==> src/hw/rtl/dwtc_queue.sv <==
module dwtc_queue #(
   parameter int WIDTH = 8,
   parameter int DEPTH = 2
) (
   input  logic             clock,
   input  logic             reset,
   input  logic             push_valid,
   output logic             push_ready,
   input  logic [WIDTH-1:0] push_data,
   output logic             pop_valid,
   input  logic             pop_ready,
   output logic [WIDTH-1:0] pop_data
);
   localparam int AW = (DEPTH > 1) ? $clog2(DEPTH) : 1;

   logic [WIDTH-1:0] entries_ff [DEPTH];
   logic [AW-1:0]    wr_ptr_ff, wr_ptr_in;
   logic [AW-1:0]    rd_ptr_ff, rd_ptr_in;
   logic [AW:0]      count_ff, count_in;
   logic             push, pop;

   // Flag full and empty from the fill count
   assign push_ready = (count_ff != (AW+1)'(DEPTH));
   assign pop_valid  = (count_ff != '0);
   assign pop_data   = entries_ff[rd_ptr_ff];
   assign push       = push_valid && push_ready;
   assign pop        = pop_ready && pop_valid;

   // Advance pointers, wrapping at the depth
   always_comb begin
      wr_ptr_in = wr_ptr_ff;
      rd_ptr_in = rd_ptr_ff;
      if (push) begin
         wr_ptr_in = (32'(wr_ptr_ff) == DEPTH - 1) ? '0 : wr_ptr_ff + 1'b1;
      end
      if (pop) begin
         rd_ptr_in = (32'(rd_ptr_ff) == DEPTH - 1) ? '0 : rd_ptr_ff + 1'b1;
      end
      count_in = count_ff + (AW+1)'(push) - (AW+1)'(pop);
   end

   always_ff @(posedge clock) begin
      if (reset) begin
         wr_ptr_ff <= '0;
         rd_ptr_ff <= '0;
         count_ff  <= '0;
      end else begin
         wr_ptr_ff <= wr_ptr_in;
         rd_ptr_ff <= rd_ptr_in;
         count_ff  <= count_in;
      end
   end

   // Store the entry on a push
   always_ff @(posedge clock) begin
      if (push) begin
         entries_ff[wr_ptr_ff] <= push_data;
      end
   end

endmodule

==> config.mk <==
export PLATFORM = sky130hd
export DESIGN_NAME = dwtc_queue
export DESIGN_NICKNAME = d
export VERILOG_FILES = /design/src/hw/rtl/dwtc_queue.sv
export SDC_FILE = /design/constraint.sdc
export NUM_CORES = 1
export LEC_CHECK = 0
export ABC_AREA = 0
export ABC_CLOCK_PERIOD_IN_PS = 2000
export BUFFER_PORTS_ARGS = -buffer_cell sky130_fd_sc_hd__buf_4
export CAP_MARGIN = 20
export CORE_MARGIN = 2
export CORE_UTILIZATION = 49
export DETAILED_ROUTE_END_ITERATION = 16
export GPL_TIMING_DRIVEN = 0
export PLACE_DENSITY = 0.78
export SLEW_MARGIN = 0
export SYNTH_ARGS = -nofsm -noshare
export SYNTH_HDL_FRONTEND = slang
export SYNTH_SLANG_ARGS = --single-unit
==> constraint.sdc <==
create_clock -name clock -period 2 [get_ports clock]
set_clock_uncertainty 0.2 [all_clocks]
set_input_delay 0.2 -clock clock [delete_from_list [all_inputs] [get_ports clock]]
set_output_delay 0.2 -clock clock [all_outputs]
set_load 0.02 [all_outputs]
==> results.toml <==
[synthesis]
synth_most_common_cell = "edfxtp_1"
synth_top_cell_area_share_pct = 57.1
synth_cell_types = 22
synth_area_um2 = 841
synth_compound_area_share_pct = 5.06
synth_warnings = 0
syn-num-nets = 65
netlist_instances = 52
yosys.area.top_type = "edfxtp_1"
synth_edf_count = 16
yosysSeqAreaShare_pct = 69.0
synth_top_family_by_area = "simple AND/OR/NAND/NOR gates"
synth_area_leaders = "edfxtp_1 (57%), dfxtp_1 (12%), mux2_2 (11%), nor4bb_2 (1.9%), ha_1 (1.5%)"
synth.avg_cell_area_um2 = 16.2
ys.flop_type = "edfxtp_1"
ys_seq_elements = 21
synthAdderAreaFrac_pct = 1.49
synth-simple-area-share_pct = 11.6
ys_async_sr_fraction_pct = 0
yosys-top-cells-count = "edfxtp_1 (16), mux2_2 (8), dfxtp_1 (5)"
synth_xor_area_share_pct = 1.04
synthMuxAreaShare_pct = 10.7

[cts]
root_buffer = "clkbuf_4"
cts_max_level = 1
cts_tree = "done"
post_cts_buffers = 0
cts_made_buffers = 3
path_clk_slew_ns = 0.11
cts_max_path_buffers = 2
clk_latency_ns = 0.29
cts_sinks = 21

[global_route]
grt_remaining_overflow = 0
first_global_vias = 563
grt_max_degree = 13
antenna_found_initial = 0
grtUsageTotal_pct = 16.8
grt_pass1_wl_um = 2390

[sta]
period_share_pct = 88.3
relSlewSlack_pct = 78.8
layout_setup_ws_ns = 0.233
tns_ns = 0
rsz0062_at_grt = "no"
period_minus_slack_ns = 1.77
fmax_mhz = 566
setup_viol = 0
hold_slack_ns = 0.0384
worst_pin_slew_ns = 0.317
slew_violations = 0
hold_viol = 0

[flow_run]
cap_violations = 0

[critical_path]
critPathLaunchType = "flip-flop"
end_kind = "flip-flop"
worstPathArrival_ns = 1.76
required_ns = 1.99
crit_start = "count_ff[0]"
crit_fanout = 7
crit-reg2reg-launch = "count_ff[0]"
critical_path_class = "flip-flop to flip-flop"

[placed_design]
placed_cells = 89
place_ws_ns = 0.250
place.port_buffers = 21
gp_congestion = 0.756
hpwl_um = 1000

[detailed_routing]
drtIter0Drc = 7
final_antenna_net_count = 0
postRouteWirelength_um = 1460
drt-pass1-iter-count = 4
via_per_inst = 5.28
post_drt_wl_per_cell_um = 14.3
via_count = 539
remaining_drc_errors = 0

[finish]
fill_cells = 113
multi_input_area_um2 = 251
syn_to_final_growth_pct = 35.1
layout-drive-gt1-share_pct = 46.5
layout.nets = 100
final_cells = 102
antenna_cells = 0
regArea_um2 = 581

[floorplan]
initial_core_util_pct = 53.9
die-area_um2 = 2060
coreArea_um2 = 1560
die_h_um = 45.4
io_pins = 22
rows = 14
die_x_um = 45.4

[power]
ir_drop_mv = 0.589
p_leak_nw = 0.446
powerDensity_nw_per_um2 = 978

[min_path]
hp-class = "input pin to flip-flop"
min_from = "push_valid"

[run_status]
status = "complete, no violations"
==> report_power, final <==
group          internal [W]  switching [W]
logic              0.000181       0.000178
clock network     0.0000744       0.000118
registers          0.000530      0.0000302
==> worst paths after layout <==
path                 endpoint  depth (start not counted)  slack, ns
setup / recovery  count_ff[1]                          6       0.23
hold / removal      wr_ptr_ff                          3       0.04
setup reg to reg  count_ff[1]                          6       0.23
hold reg to reg     rd_ptr_ff                          2       0.35
==> metal layers <==
layer	wire length (um)	track usage, %	vias up
met4	0	7.06	0
met3	67	3.97	0
met1	587	17.8	261
met5	0	0	-
met2	804	31.0	15
li1	-	-	263
==> registers in the layout, summed over array words and instances, names as in the netlist, named ones only <==
| signal | count |
|---|---|
| count_ff | 2 |
| entries_ff | 16 |
| rd_ptr_ff | 1 |
| wr_ptr_ff | 1 |
==> stage by stage <==
stage,total power [W],instance area [um^2],utilization (%)
final,0.00111,1140,72.9
after global routing,0.00118,1140,72.9
after CTS,0.00112,1140,72.9
after detailed placement,0.000913,1020,65.3
after floorplan,0.000784,841,-
after global placement,0.000903,1020,65.3
==> cells in the final DEF, fill, tap and decap left out, drive strengths merged, types with 2 or more instances in the layout <==
cell type / synthesis / layout
buf: 1 / 22
and3: 2 / 2
dlygate4sd3: 0 / 9
edfxtp: 16 / 16
dfxtp: 5 / 5
a21oi: 2 / 2
nor2: 3 / 3
nor2b: 2 / 2
mux2: 8 / 8
clkbuf: 0 / 3
==> cell type report <==
cell class	count	share of cell area [%]
Sequential cell	21	51.1
Multi-Input combinational cell	29	22.1
Timing Repair Buffer	30	21.8
Clock buffer	3	1.98
Tap cell	16	1.76
Clock inverter	1	0.441
Buffer	1	0.441
Inverter	1	0.330
==> worst max-delay path, cell delays in order, from the launching register on <==
cell and delay, ns:
dfxtp_1 0.38, or2_2 0.32, nor2_1 0.09, a311oi_1 0.05, ha_1 0.22, nor4_1 0.33
nor3_2 0.07
==> logic make-up (layout without fill, tap and decap cells) <==
kind of cell,Yosys count,after routing
DFF,21,21
AOI/OAI and AO/OA,6,6
adders and majority gates,1,1
muxes,8,8
buffers and inverters,2,36
and+or+nand+nor,13,13
xor gates and xnor gates,1,1
==> what timing repair did <==
action                    CTS  global route
hold buffers                9             0
hold endpoints to repair   21             0
gates resized for setup     0             0
No activity file was read; power rests on OpenSTA's default activity.
