==> src/hw/rtl/dwtc_pkg.sv <==
package dwtc_pkg;

   // Fixed field widths
   localparam int AddrW    = 16;
   localparam int DataW    = 8;
   localparam int CountW   = 32;
   localparam int PenaltyW = 8;

   // Defaults for the top-level parameters, and the fixed queue depth
   localparam int SlotCountDefault   = 16;
   localparam int MemoryBytesDefault = 65536;
   localparam int QueueDepth         = 2;

   localparam logic [PenaltyW-1:0] MissPenaltyReset = 8'd10;

   // Access kinds
   localparam logic ModeRead  = 1'b0;
   localparam logic ModeWrite = 1'b1;

   typedef struct packed {
      logic             mode;
      logic [AddrW-1:0] address;
      logic [DataW-1:0] write_data;
   } req_type;

   typedef struct packed {
      logic [DataW-1:0]  read_data;
      logic              hit;
      logic [CountW-1:0] hit_count;
      logic [CountW-1:0] miss_count;
      logic [CountW-1:0] cycle_count;
   } rsp_type;

   typedef struct packed {
      logic             valid;
      logic [AddrW-1:0] tag;
      logic [DataW-1:0] data;
   } slot_entry_type;

   typedef enum logic [1:0] {
      BACK_CLEAR,
      BACK_IDLE,
      BACK_EXEC
   } back_state_type;

endpackage

==> src/hw/rtl/dwtc_front.sv <==
module dwtc_front #(
   parameter int SLOT_COUNT   = dwtc_pkg::SlotCountDefault,
   parameter int MEMORY_BYTES = dwtc_pkg::MemoryBytesDefault,
   localparam int SlotW = (SLOT_COUNT > 1) ? $clog2(SLOT_COUNT) : 1,
   localparam int MemW  = $clog2(MEMORY_BYTES)
) (
   input  logic              clock,
   input  logic              reset,
   input  logic              hold,
   input  logic              req_valid,
   output logic              req_stall,
   input  dwtc_pkg::req_type req_data,
   output logic              push_valid,
   input  logic              push_ready,
   output dwtc_pkg::req_type push_req,
   output logic [SlotW-1:0]  push_slot,
   output logic [MemW-1:0]   push_mem_idx
);
   import dwtc_pkg::*;

   localparam int ProdW = AddrW + 33;

   logic    a_valid_ff, a_valid_in;
   logic    b_valid_ff, b_valid_in;
   req_type a_req_ff, b_req_ff;
   logic    accept, a_go, b_go, a_free, b_free;

   // Two-stage pipe: stage A takes the transfer, stage B finishes the index math
   assign b_go      = b_valid_ff && push_ready;
   assign b_free    = !b_valid_ff || b_go;
   assign a_go      = a_valid_ff && b_free;
   assign a_free    = !a_valid_ff || a_go;
   assign req_stall = hold || !a_free;
   assign accept    = req_valid && !req_stall;

   assign push_valid = b_valid_ff;
   assign push_req   = b_req_ff;

   always_comb begin
      a_valid_in = accept ? 1'b1 : (a_go ? 1'b0 : a_valid_ff);
      b_valid_in = a_go ? 1'b1 : (b_go ? 1'b0 : b_valid_ff);
   end

   always_ff @(posedge clock) begin
      if (reset) begin
         a_valid_ff <= 1'b0;
         b_valid_ff <= 1'b0;
      end else begin
         a_valid_ff <= a_valid_in;
         b_valid_ff <= b_valid_in;
      end
   end

   always_ff @(posedge clock) begin
      if (accept) begin
         a_req_ff <= req_data;
      end
      if (a_go) begin
         b_req_ff <= a_req_ff;
      end
   end

   // Slot index: address modulo slot count
   if (SLOT_COUNT == 1) begin : g_slot_one
      assign push_slot = '0;
   end else if ((SLOT_COUNT & (SLOT_COUNT - 1)) == 0) begin : g_slot_pow2
      assign push_slot = b_req_ff.address[SlotW-1:0];
   end else begin : g_slot_recip
      localparam logic [32:0] SlotRecip = 33'((64'd1 << 32) / SLOT_COUNT + 1);
      logic [ProdW-1:0] prod;
      logic [AddrW-1:0] quot_ff, quot_in;
      logic [31:0]      rem;

      // Quotient by reciprocal in stage A, remainder in stage B
      assign prod    = ProdW'(a_req_ff.address) * ProdW'(SlotRecip);
      assign quot_in = prod[AddrW+31:32];
      always_ff @(posedge clock) begin
         if (a_go) begin
            quot_ff <= quot_in;
         end
      end
      assign rem       = 32'(b_req_ff.address) - 32'(quot_ff) * 32'(SLOT_COUNT);
      assign push_slot = rem[SlotW-1:0];
   end

   // Memory index: address modulo memory size
   if ((MEMORY_BYTES & (MEMORY_BYTES - 1)) == 0) begin : g_mem_pow2
      assign push_mem_idx = b_req_ff.address[MemW-1:0];
   end else begin : g_mem_recip
      localparam logic [32:0] MemRecip = 33'((64'd1 << 32) / MEMORY_BYTES + 1);
      logic [ProdW-1:0] prod;
      logic [AddrW-1:0] quot_ff, quot_in;
      logic [31:0]      rem;

      assign prod    = ProdW'(a_req_ff.address) * ProdW'(MemRecip);
      assign quot_in = prod[AddrW+31:32];
      always_ff @(posedge clock) begin
         if (a_go) begin
            quot_ff <= quot_in;
         end
      end
      assign rem          = 32'(b_req_ff.address) - 32'(quot_ff) * 32'(MEMORY_BYTES);
      assign push_mem_idx = rem[MemW-1:0];
   end

endmodule

==> config.mk <==
export PLATFORM = sky130hd
export DESIGN_NAME = dwtc_front
export DESIGN_NICKNAME = d
export VERILOG_FILES = /design/src/hw/rtl/dwtc_pkg.sv /design/src/hw/rtl/dwtc_front.sv
export SDC_FILE = /design/constraint.sdc
export NUM_CORES = 1
export LEC_CHECK = 0
export ABC_AREA = 1
export BUFFER_PORTS_ARGS = -buffer_cell sky130_fd_sc_hd__buf_4
export CORE_MARGIN = 5
export CORE_UTILIZATION = 49
export DETAILED_ROUTE_END_ITERATION = 12
export PLACE_DENSITY = 0.83
export SETUP_SLACK_MARGIN = 0.4
export SLEW_MARGIN = 10
export SYNTH_ARGS = -nofsm -noshare
export SYNTH_HDL_FRONTEND = slang
export SYNTH_SLANG_ARGS = --single-unit
==> constraint.sdc <==
create_clock -name clock -period 6.8 [get_ports clock]
set_clock_uncertainty 0.1 [all_clocks]
set_input_delay 1.36 -clock clock [delete_from_list [all_inputs] [get_ports clock]]
set_output_delay 1.36 -clock clock [all_outputs]
set_load 0.01 [all_outputs]
==> impl_metrics.yaml, run 1 <==
floorplanning:
  rows: 21
  start_util_pct: 51.8
  core_area_sq_mm: 0.00339
  ios: 77
  die-area_sq_mm: 0.00488
  die_x_microns: 69.8
  die_h_microns: 69.8
cts:
  cts_max_path_buffers: 2
  h-tree-depth: 2
  cts_made_buffers: 5
  cts_tree: "yes"
  clkTransAtPathRegs_ns: 0.13
  cts.sinks: 52
  cts_hold_buffers: 0
  postCtsSetupRepairBufs: 0
  cts_root_buffer: "clkbuf_4"
  insertion_delay_ns: 0.34
  cts-resized-gates: 0
layout:
  drive_gt1_share_pct: 57.6
  regArea_sq_mm: 0.00154
  syn2layout_area_growth_pct: 31.1
  multi_input_area_sq_um: 46.3
  final_area_sq_mm: 0.00230
  nets: 180
  fin_cells: 197
  diodes: 0
  fillers: 249
synth:
  synth-async-reset-ratio_pct: 0
  synthesis.area_sq_mm: 0.00175
  ys.flop_type: "edfxtp_1"
  yosysSeqAreaShare_pct: 87.9
  synth_seq_cells: 52
  ys_top_cells_by_count: "edfxtp_1 (50), buf_4 (20), inv_1 (6), nand2_1 (3)"
  synth_most_common_cell: "edfxtp_1"
  yosysWarnings: 0
  synth_edf_count: 50
  synth_cell_types: 9
  synth_area_leader_cell: "edfxtp_1"
  syn_inst: 86
  synth_top_cell_area_share_pct: 85.6
  synth.avg_cell_area_sq_um: 20.4
  synth_nets: 116
  synthTopCellsByArea: "edfxtp_1 (86%), buf_4 (8.6%), dfxtp_1 (2.3%)"
power_and_ir_drop:
  power.density_mw_per_mm2: 229
  ir_drop_mv: 0.172
  power_leakage_uw: 0.000925
run_status:
  status: "completed"
route:
  drc: 0
  ant_nets: 0
  routed_wl_mm: 2.85
  firstDrtPassIters: 4
  routed_via_density: 4.41
  wl_per_cell_microns: 14.5
  dr.first_iter.drc_count: 21
  vias: 869
grt:
  grt_use_met2_pct: 22.0
  grt_usage_pct: 11.7
  grt_overflow: 0
  grt_busiest_layer: "met2"
  grt_pass1_wl_mm: 4.28
  grt_pass1_vias: 868
  grt_use_met1_pct: 9.77
  grt_start_max_net_pins: 26
  grtUsageMet3_pct: 5.80
  antenna_found_initial: 0
job:
  cap_viol_max_count: 0
min_path:
  hp-class: "reg -> reg"
worst_setup_path:
  start_kind: "primary input"
  arrival_ns: 1.89
  path_max_fanout: 3
  cp.required_ns: 5.34
  end_kind: "primary output"
  worstSetupPathType: "in -> out"
place:
  place_inst: 189
  pre_cts_slack_ns: 3.45
  placed_cell_area_sq_mm: 0.00225
  gp_congestion: 0.689
  numPortBuffers: 76
  dp_hpwl_mm: 2.27
timing:
  setup_viol: 0
  relSlewSlack_pct: 24.9
  setup_slack_ns: 3.45
  min_period_over_period_pct: 49.3
  worst_slew_pin_slew_ns: 1.13
  rsz0062_at_grt: "no"
  period_needed_ns: 3.35
  tns_ns: 0
  fmax_ghz: 0.298
  finalHoldViolCount: 0
  drv_slew: 0
## layer usage
layer / routed length, microns / part of all wire (%) / vias to the layer above
li1: - / - / 415
met1: 809 / 28 / 402
met2: 1690 / 59 / 48
met3: 302 / 11 / 4
met4: 55 / 1.9 / 0
met5: 0 / 0 / -
## per-stage QoR
stage                     hold WS [ns]  total power [uW]  utilization (%)
after floorplan                  0.300               388                -
after global placement           0.300               409             66.3
after detailed placement         0.305               412             66.3
after CTS                        0.336               534             67.8
after global routing             0.343               550             67.8
final                            0.333               528             67.8
## sequential cells by signal, summed over array words and instances, names as in the netlist
| register | flops |
|---|---|
| a_req_ff | 25 |
| a_valid_ff | 1 |
| push_mem_idx | 16 |
| push_req | 9 |
| push_valid | 1 |
## cell usage in the layout, fill, tap and decap left out
cell        instances
nand2_1             3
clkbuf_1            1
dfxtp_1             2
buf_4              77
clkbuf_4            5
a21oi_2             1
nand3_2             1
inv_1               6
edfxtp_1           50
a21oi_1             1
clkinvlp_4          1
o21ai_1             1
clkinv_2            1
nor2_2              1
## power by group
group / switching, uW / internal, uW
Combinational: 15.6 / 20.3
Sequential: 3.71 / 364
Clock: 84.3 / 40.1
Total: 104 / 424
## kinds of logic (layout without fill, tap and decap cells)
logic type / Yosys count / in the layout / share of synthesized area (%)
compound gates: 3 / 3 / 0.856
buf+inv: 26 / 91 / 9.84
flops: 52 / 52 / 87.9
simple gates: 5 / 5 / 1.43
## final timing paths
check / slack [ns] / cells after the start / endpoint / startpoint
max: 3.45 / 5 / req_stall / push_ready
min reg2reg: 0.33 / 0 / push_req[7]$_DFFE_PP_ / a_req_ff[7]$_DFFE_PP_
min: 0.33 / 0 / push_req[7]$_DFFE_PP_ / a_req_ff[7]$_DFFE_PP_
max reg2reg: 4.93 / 3 / a_req_ff[21]$_DFFE_PP_ / push_valid$_SDFFE_PP0P_
## worst max-delay path, stage by stage
cell	delay [ns]
buf_4	0.11
inv_1	0.10
nand3_2	0.08
nand2_1	0.11
buf_4	0.13
## layout make-up
type / count / area share [%]
Tap cell: 46 / 2.50
Timing Repair Buffer: 77 / 25.1
Clock inverter: 2 / 0.544
Inverter: 6 / 0.979
Clock buffer: 6 / 1.80
Sequential cell: 52 / 67.0
Multi-Input combinational cell: 8 / 2.01
Note: power is estimated with default switching activity, not from simulation.
==> run 2: changes to the inputs <==
--- a/config.mk
+++ b/config.mk
@@ -8,9 +8,9 @@
 export ABC_AREA = 1
 export BUFFER_PORTS_ARGS = -buffer_cell sky130_fd_sc_hd__buf_4
 export CORE_MARGIN = 5
-export CORE_UTILIZATION = 49
+export CORE_UTILIZATION = 46
 export DETAILED_ROUTE_END_ITERATION = 12
-export PLACE_DENSITY = 0.83
+export PLACE_DENSITY = 0.79
 export SETUP_SLACK_MARGIN = 0.4
 export SLEW_MARGIN = 10
 export SYNTH_ARGS = -nofsm -noshare
==> constraint.sdc (replaced) <==
create_clock -name clock -period 3.4 [get_ports clock]
set_clock_uncertainty 0.1 [all_clocks]
set_input_delay 0.68 -clock clock [delete_from_list [all_inputs] [get_ports clock]]
set_output_delay 0.68 -clock clock [all_outputs]
set_load 0.01 [all_outputs]
==> run 2 against run 1 <==
  * Worst hold slack lost 0.014 ns
  * Setup slack got worse by 2.0 ns
  * Die area increased by 5.6%
  * Count of clock-buffer cells in the layout rose by 1
  * Combinational power increased by 100%
  * Total power grew 110%
  * Sequential share of layout area fell by 1.1 points
  * Via count is 1.7% lower
  * Non-clock buffer count up 1
  * Final cell count increased by 1.5%
  * Routed wire length fell by 7.0%
  * Highest routed layer is now met3
==> impl_metrics.yaml, run 2 (same netlist as run 1, synthesis figures left out) <==
run_status:
  status: "completed"
layout:
  nets: 181
  drive_gt1_share_pct: 57.2
  largest_register: "a_req_ff"
  final_common_cell: "buf_4"
  diodes: 0
  syn2layout_area_growth_pct: 33.2
  final_cell_mix: "buf_4 (78), edfxtp_1 (50), inv_1 (6)"
  final_area_sq_mm: 0.00234
  largest_reg_flops: 25
floorplanning:
  die_h_microns: 71.8
  core_area_sq_mm: 0.00369
  die_x_microns: 71.8
  ios: 77
  rows: 22
  start_util_pct: 47.6
  die-area_sq_mm: 0.00515
timing:
  setup_viol: 0
  relSlewSlack_pct: 59.9
  rsz0062_at_grt: "no"
  period_needed_ns: 1.99
  finalHoldViolCount: 0
  worst_slew_pin_slew_ns: 0.601
  drv_slew: 0
  setup_slack_ns: 1.41
  fmax_ghz: 0.503
  tns_ns: 0
  min_period_over_period_pct: 58.4
cts:
  cts_max_path_buffers: 2
  insertion_delay_ns: 0.29
  cts_made_buffers: 5
  cts-resized-gates: 0
  cts.sinks: 52
  cts_root_buffer: "clkbuf_8"
  h-tree-depth: 2
  postCtsSetupRepairBufs: 0
  cts_tree: "yes"
  clkTransAtPathRegs_ns: 0.09
  cts_hold_buffers: 0
route:
  routed_via_density: 4.27
  routed_wl_mm: 2.65
  ant_nets: 0
  vias: 854
  wl_per_cell_microns: 13.3
  firstDrtPassIters: 3
  drc: 0
  dr.first_iter.drc_count: 16
min_path:
  hold_depth: 0
  hp-class: "reg -> reg"
worst_setup_path:
  path_max_fanout: 3
  crit_top_cell: "buf_4"
  cp.depth: 5
  arrival_ns: 1.21
  start_kind: "primary input"
  end_kind: "primary output"
  crit_slowest_cell: "buf_4"
  critPathBufInv: 3
  max_stage_delay_ns: 0.13
  cpLargestDelayFamily: "buffers and inverters"
  r2r_cells: 4
  cp.required_ns: 2.62
  worstSetupPathType: "in -> out"
  cp_cell_sequence: "buf_4 > inv_1 > nand3_2 > nand2_1 > buf_4"
power_and_ir_drop:
  pwr-share-clk_pct: 28.3
  power.density_mw_per_mm2: 482
  ir_drop_mv: 0.320
  power_uw: 1130
  intPower_uw: 913
  p_seq_share_pct: 65.3
  combPwrFrac_pct: 6.4
  sw_frac_of_total_pct: 18.9
  power_switching_uw: 213
  power_leakage_uw: 0.000944
place:
  gp_congestion: 0.684
  dp_hpwl_mm: 2.11
  placed_cell_area_sq_mm: 0.00226
  pre_cts_slack_ns: 1.23
  numPortBuffers: 76
grt:
  grt_overflow: 0
  grt_usage_pct: 10.5
  grt_start_max_net_pins: 16
  grt_pass1_wl_mm: 3.93
  antenna_found_initial: 0
  grt_pass1_vias: 872
job:
  cap_viol_max_count: 0
-- run 2: changes by cell type in the layout (fill, tap and decap cells not counted), sizes merged --
cell      before  now
clkinvlp       1    0
clkbuf         6    7
buf           77   78
-- run 2: through the flow --
| step | hold slack, ns | std cells | util (%) |
|---|---|---|---|
| after detailed placement | 0.305 | 192 | 61.2 |
| after CTS | 0.321 | 200 | 63.4 |
| after floorplan | 0.300 | 86 | - |
| after global placement | 0.301 | 192 | 61.2 |
| final | 0.319 | 200 | 63.4 |
| after global routing | 0.328 | 200 | 63.4 |
-- run 2: final timing paths --
check	end	slack (ns)	startpoint
worst min-delay path	push_req[7]$_DFFE_PP_	0.32	a_req_ff[7]$_DFFE_PP_
worst min register to register	push_req[7]$_DFFE_PP_	0.32	a_req_ff[7]$_DFFE_PP_
worst max-delay path	req_stall	1.41	push_ready
worst max register to register	a_req_ff[5]$_DFFE_PP_	1.73	push_valid$_SDFFE_PP0P_
-- run 2: power groups by stage --
| stage | Sequential, uW | Combinational, uW | Clock (uW) |
|---|---|---|---|
| 2_1_floorplan | 753 | 23.1 | 0 |
| 3_3_place_gp | 749 | 72.1 | 0 |
| 3_5_place_dp | 750 | 73.8 | 0 |
| 4_1_cts | 735 | 73.8 | 324 |
| 5_1_grt | 738 | 77.4 | 356 |
| 6_report | 735 | 72.3 | 319 |
-- run 2: layout make-up --
type / instances / area [sq um]
inverters: 6 / 22.5
fillers: 284 / 1350
well taps: 48 / 60.1
clock inverters: 1 / 5.00
clock buffers: 7 / 76.3
multi-input cells: 8 / 46.3
flip-flops and latches: 52 / 1540
repair buffers: 78 / 586
-- run 2: routing by layer --
metal	global-route usage [%]	wire length (microns)
met4	3.13	0
met3	6.17	333
met5	0	0
met2	19.3	1470
met1	9.51	850
==> run 3: changes to the inputs <==
--- a/config.mk
+++ b/config.mk
@@ -8,9 +8,9 @@
 export ABC_AREA = 1
 export BUFFER_PORTS_ARGS = -buffer_cell sky130_fd_sc_hd__buf_4
 export CORE_MARGIN = 5
-export CORE_UTILIZATION = 46
+export CORE_UTILIZATION = 41
 export DETAILED_ROUTE_END_ITERATION = 12
-export PLACE_DENSITY = 0.79
+export PLACE_DENSITY = 0.75
 export SETUP_SLACK_MARGIN = 0.4
 export SLEW_MARGIN = 10
 export SYNTH_ARGS = -nofsm -noshare
==> constraint.sdc (replaced) <==
create_clock -name clock -period 1.8 [get_ports clock]
set_clock_uncertainty 0.1 [all_clocks]
set_input_delay 0.36 -clock clock [delete_from_list [all_inputs] [get_ports clock]]
set_output_delay 0.36 -clock clock [all_outputs]
set_load 0.01 [all_outputs]
==> run 3 against run 2 <==
  * Count of clock-buffer cells in the layout decreased by 1
  * Flip-flop and latch count unchanged
  * Total power increased by 89%
  * Sequential share of layout area decreased by 2.6 points
==> impl_metrics.yaml, run 3 (same netlist as run 1, synthesis figures left out) <==
route:
  firstDrtPassIters: 2
  vias: 855
  wl_per_cell_microns: 13.1
  routed_via_density: 4.09
  ant_nets: 0
  routed_wl_mm: 2.73
  dr.first_iter.drc_count: 18
  drc: 0
cts:
  cts.sinks: 52
  cts_root_buffer: "clkbuf_8"
  cts_max_path_buffers: 2
  cts_tree: "yes"
  insertion_delay_ns: 0.29
  h-tree-depth: 2
  clkTransAtPathRegs_ns: 0.08
  cts_made_buffers: 5
place:
  pre_cts_slack_ns: 0.429
  dp_hpwl_mm: 2.20
  place_inst: 196
  gp_congestion: 0.713
  numPortBuffers: 76
floorplanning:
  core_area_sq_mm: 0.00409
  die-area_sq_mm: 0.00569
  start_util_pct: 42.9
  die_h_microns: 75.4
  die_x_microns: 75.4
  ios: 77
  rows: 23
worst_setup_path:
  cp.required_ns: 1.69
  arrival_ns: 1.26
  rr_startpoint: "push_valid$_SDFFE_PP0P_"
  end_kind: "register"
  worstSetupPathType: "reg -> reg"
  start_kind: "register"
  startpoint: "push_valid$_SDFFE_PP0P_"
  path_max_fanout: 16
  rr_endpoint: "a_req_ff[19]$_DFFE_PP_"
  reg2reg_slack_ns: 0.43
  r2r_cells: 5
power_and_ir_drop:
  power.density_mw_per_mm2: 874
  ir_drop_mv: 0.626
  power_leakage_uw: 0.000982
layout:
  post-route-util_pct: 59.7
  nets: 188
  syn2layout_area_growth_pct: 39.1
  largest_register: "a_req_ff"
  largest_reg_flops: 25
  final_cell_mix: "buf_4 (83), edfxtp_1 (50), inv_1 (5), clkbuf_8 (5)"
  fillers: 318
  fin_cells: 209
  final_common_cell: "buf_4"
  diodes: 0
  drive_gt1_share_pct: 61.6
grt:
  grt_start_max_net_pins: 17
  grt_pass1_vias: 856
  grt_usage_pct: 9.77
  grt_pass1_wl_mm: 3.94
  antenna_found_initial: 0
  grt_overflow: 0
timing:
  rsz0062_at_grt: "yes"
  setup_slack_ns: 0.428
  drv_slew: 0
  worst_slew_pin_slew_ns: 0.195
  tns_ns: 0
  finalHoldViolCount: 0
  relSlewSlack_pct: 87.0
  fmax_ghz: 0.729
  period_needed_ns: 1.37
  setup_viol: 0
  min_period_over_period_pct: 76.2
min_path:
  holdPathEnd: "push_valid$_SDFFE_PP0P_"
  hp-class: "in -> reg"
  hold_depth: 2
  min_from: "reset"
run_status:
  status: "completed"
job:
  cap_viol_max_count: 0
[run 3: cell count changes in the layout (fill, tap and decap cells not counted), sizes merged]
cell	delta
clkinvlp	+1
clkbuf	-1
buf	+7
[run 3: what timing repair did]
| action | CTS | global route |
|---|---|---|
| setup buffers | 4 | 1 |
| resized for setup | 1 | 2 |
| pin swaps | 1 | 2 |
| hold buffers | 0 | 0 |
| endpoints found under the setup margin | 1 | 2 |
[run 3: worst max path at each step]
stage	end	slack [ns]
2_1_floorplan	a_req_ff[0]$_DFFE_PP_	0.38
3_3_place_gp	a_req_ff[20]$_DFFE_PP_	0.44
3_5_place_dp	a_req_ff[14]$_DFFE_PP_	0.43
4_1_cts	req_stall	0.41
5_1_grt	req_stall	0.39
6_report	a_req_ff[19]$_DFFE_PP_	0.43
[run 3: final cells by class]
| cell class | count | area [sq um] | share of cell area (%) |
|---|---|---|---|
| repair buffers | 85 | 646 | 26.5 |
| inverters | 6 | 27.5 | 1.13 |
| well taps | 50 | 62.6 | 2.56 |
| flip-flops and latches | 52 | 1550 | 63.4 |
| clock buffers | 6 | 72.6 | 2.97 |
| clock inverters | 2 | 11.3 | 0.462 |
| multi-input cells | 8 | 73.8 | 3.03 |
[run 3: worst max-delay path, stage by stage (launching register included)]
cell	delay [ns]
dfxtp_4	0.37
nand3_4	0.09
nand2_4	0.05
buf_4	0.13
nor2_4	0.10
buf_4	0.23
[run 3: power breakdown]
group | leakage [uW] | internal, uW | switching, uW | total, uW
Sequential | 0.000482 | 1370 | 14.0 | 1390
Combinational | 0.000461 | 89.2 | 65.2 | 154
Clock | 0.0000388 | 269 | 322 | 591
[run 3: per-stage QoR]
step / hold WS, ns / area, sq um / total power, uW
finish: 0.118 / 2440 / 2130
global route: 0.101 / 2440 / 2230
CTS: 0.105 / 2420 / 2160
detailed placement: 0.305 / 2310 / 1560
global placement: 0.302 / 2310 / 1560
floorplan: 0.300 / 1800 / 1470
[run 3: layer usage]
metal / up-vias / global-route usage [%] / routed length [microns]
met4: 0 / 2.33 / 25
met3: 4 / 6.73 / 427
li1: 430 / - / -
met1: 374 / 8.71 / 733
met5: - / 0 / 0
met2: 47 / 17.8 / 1550
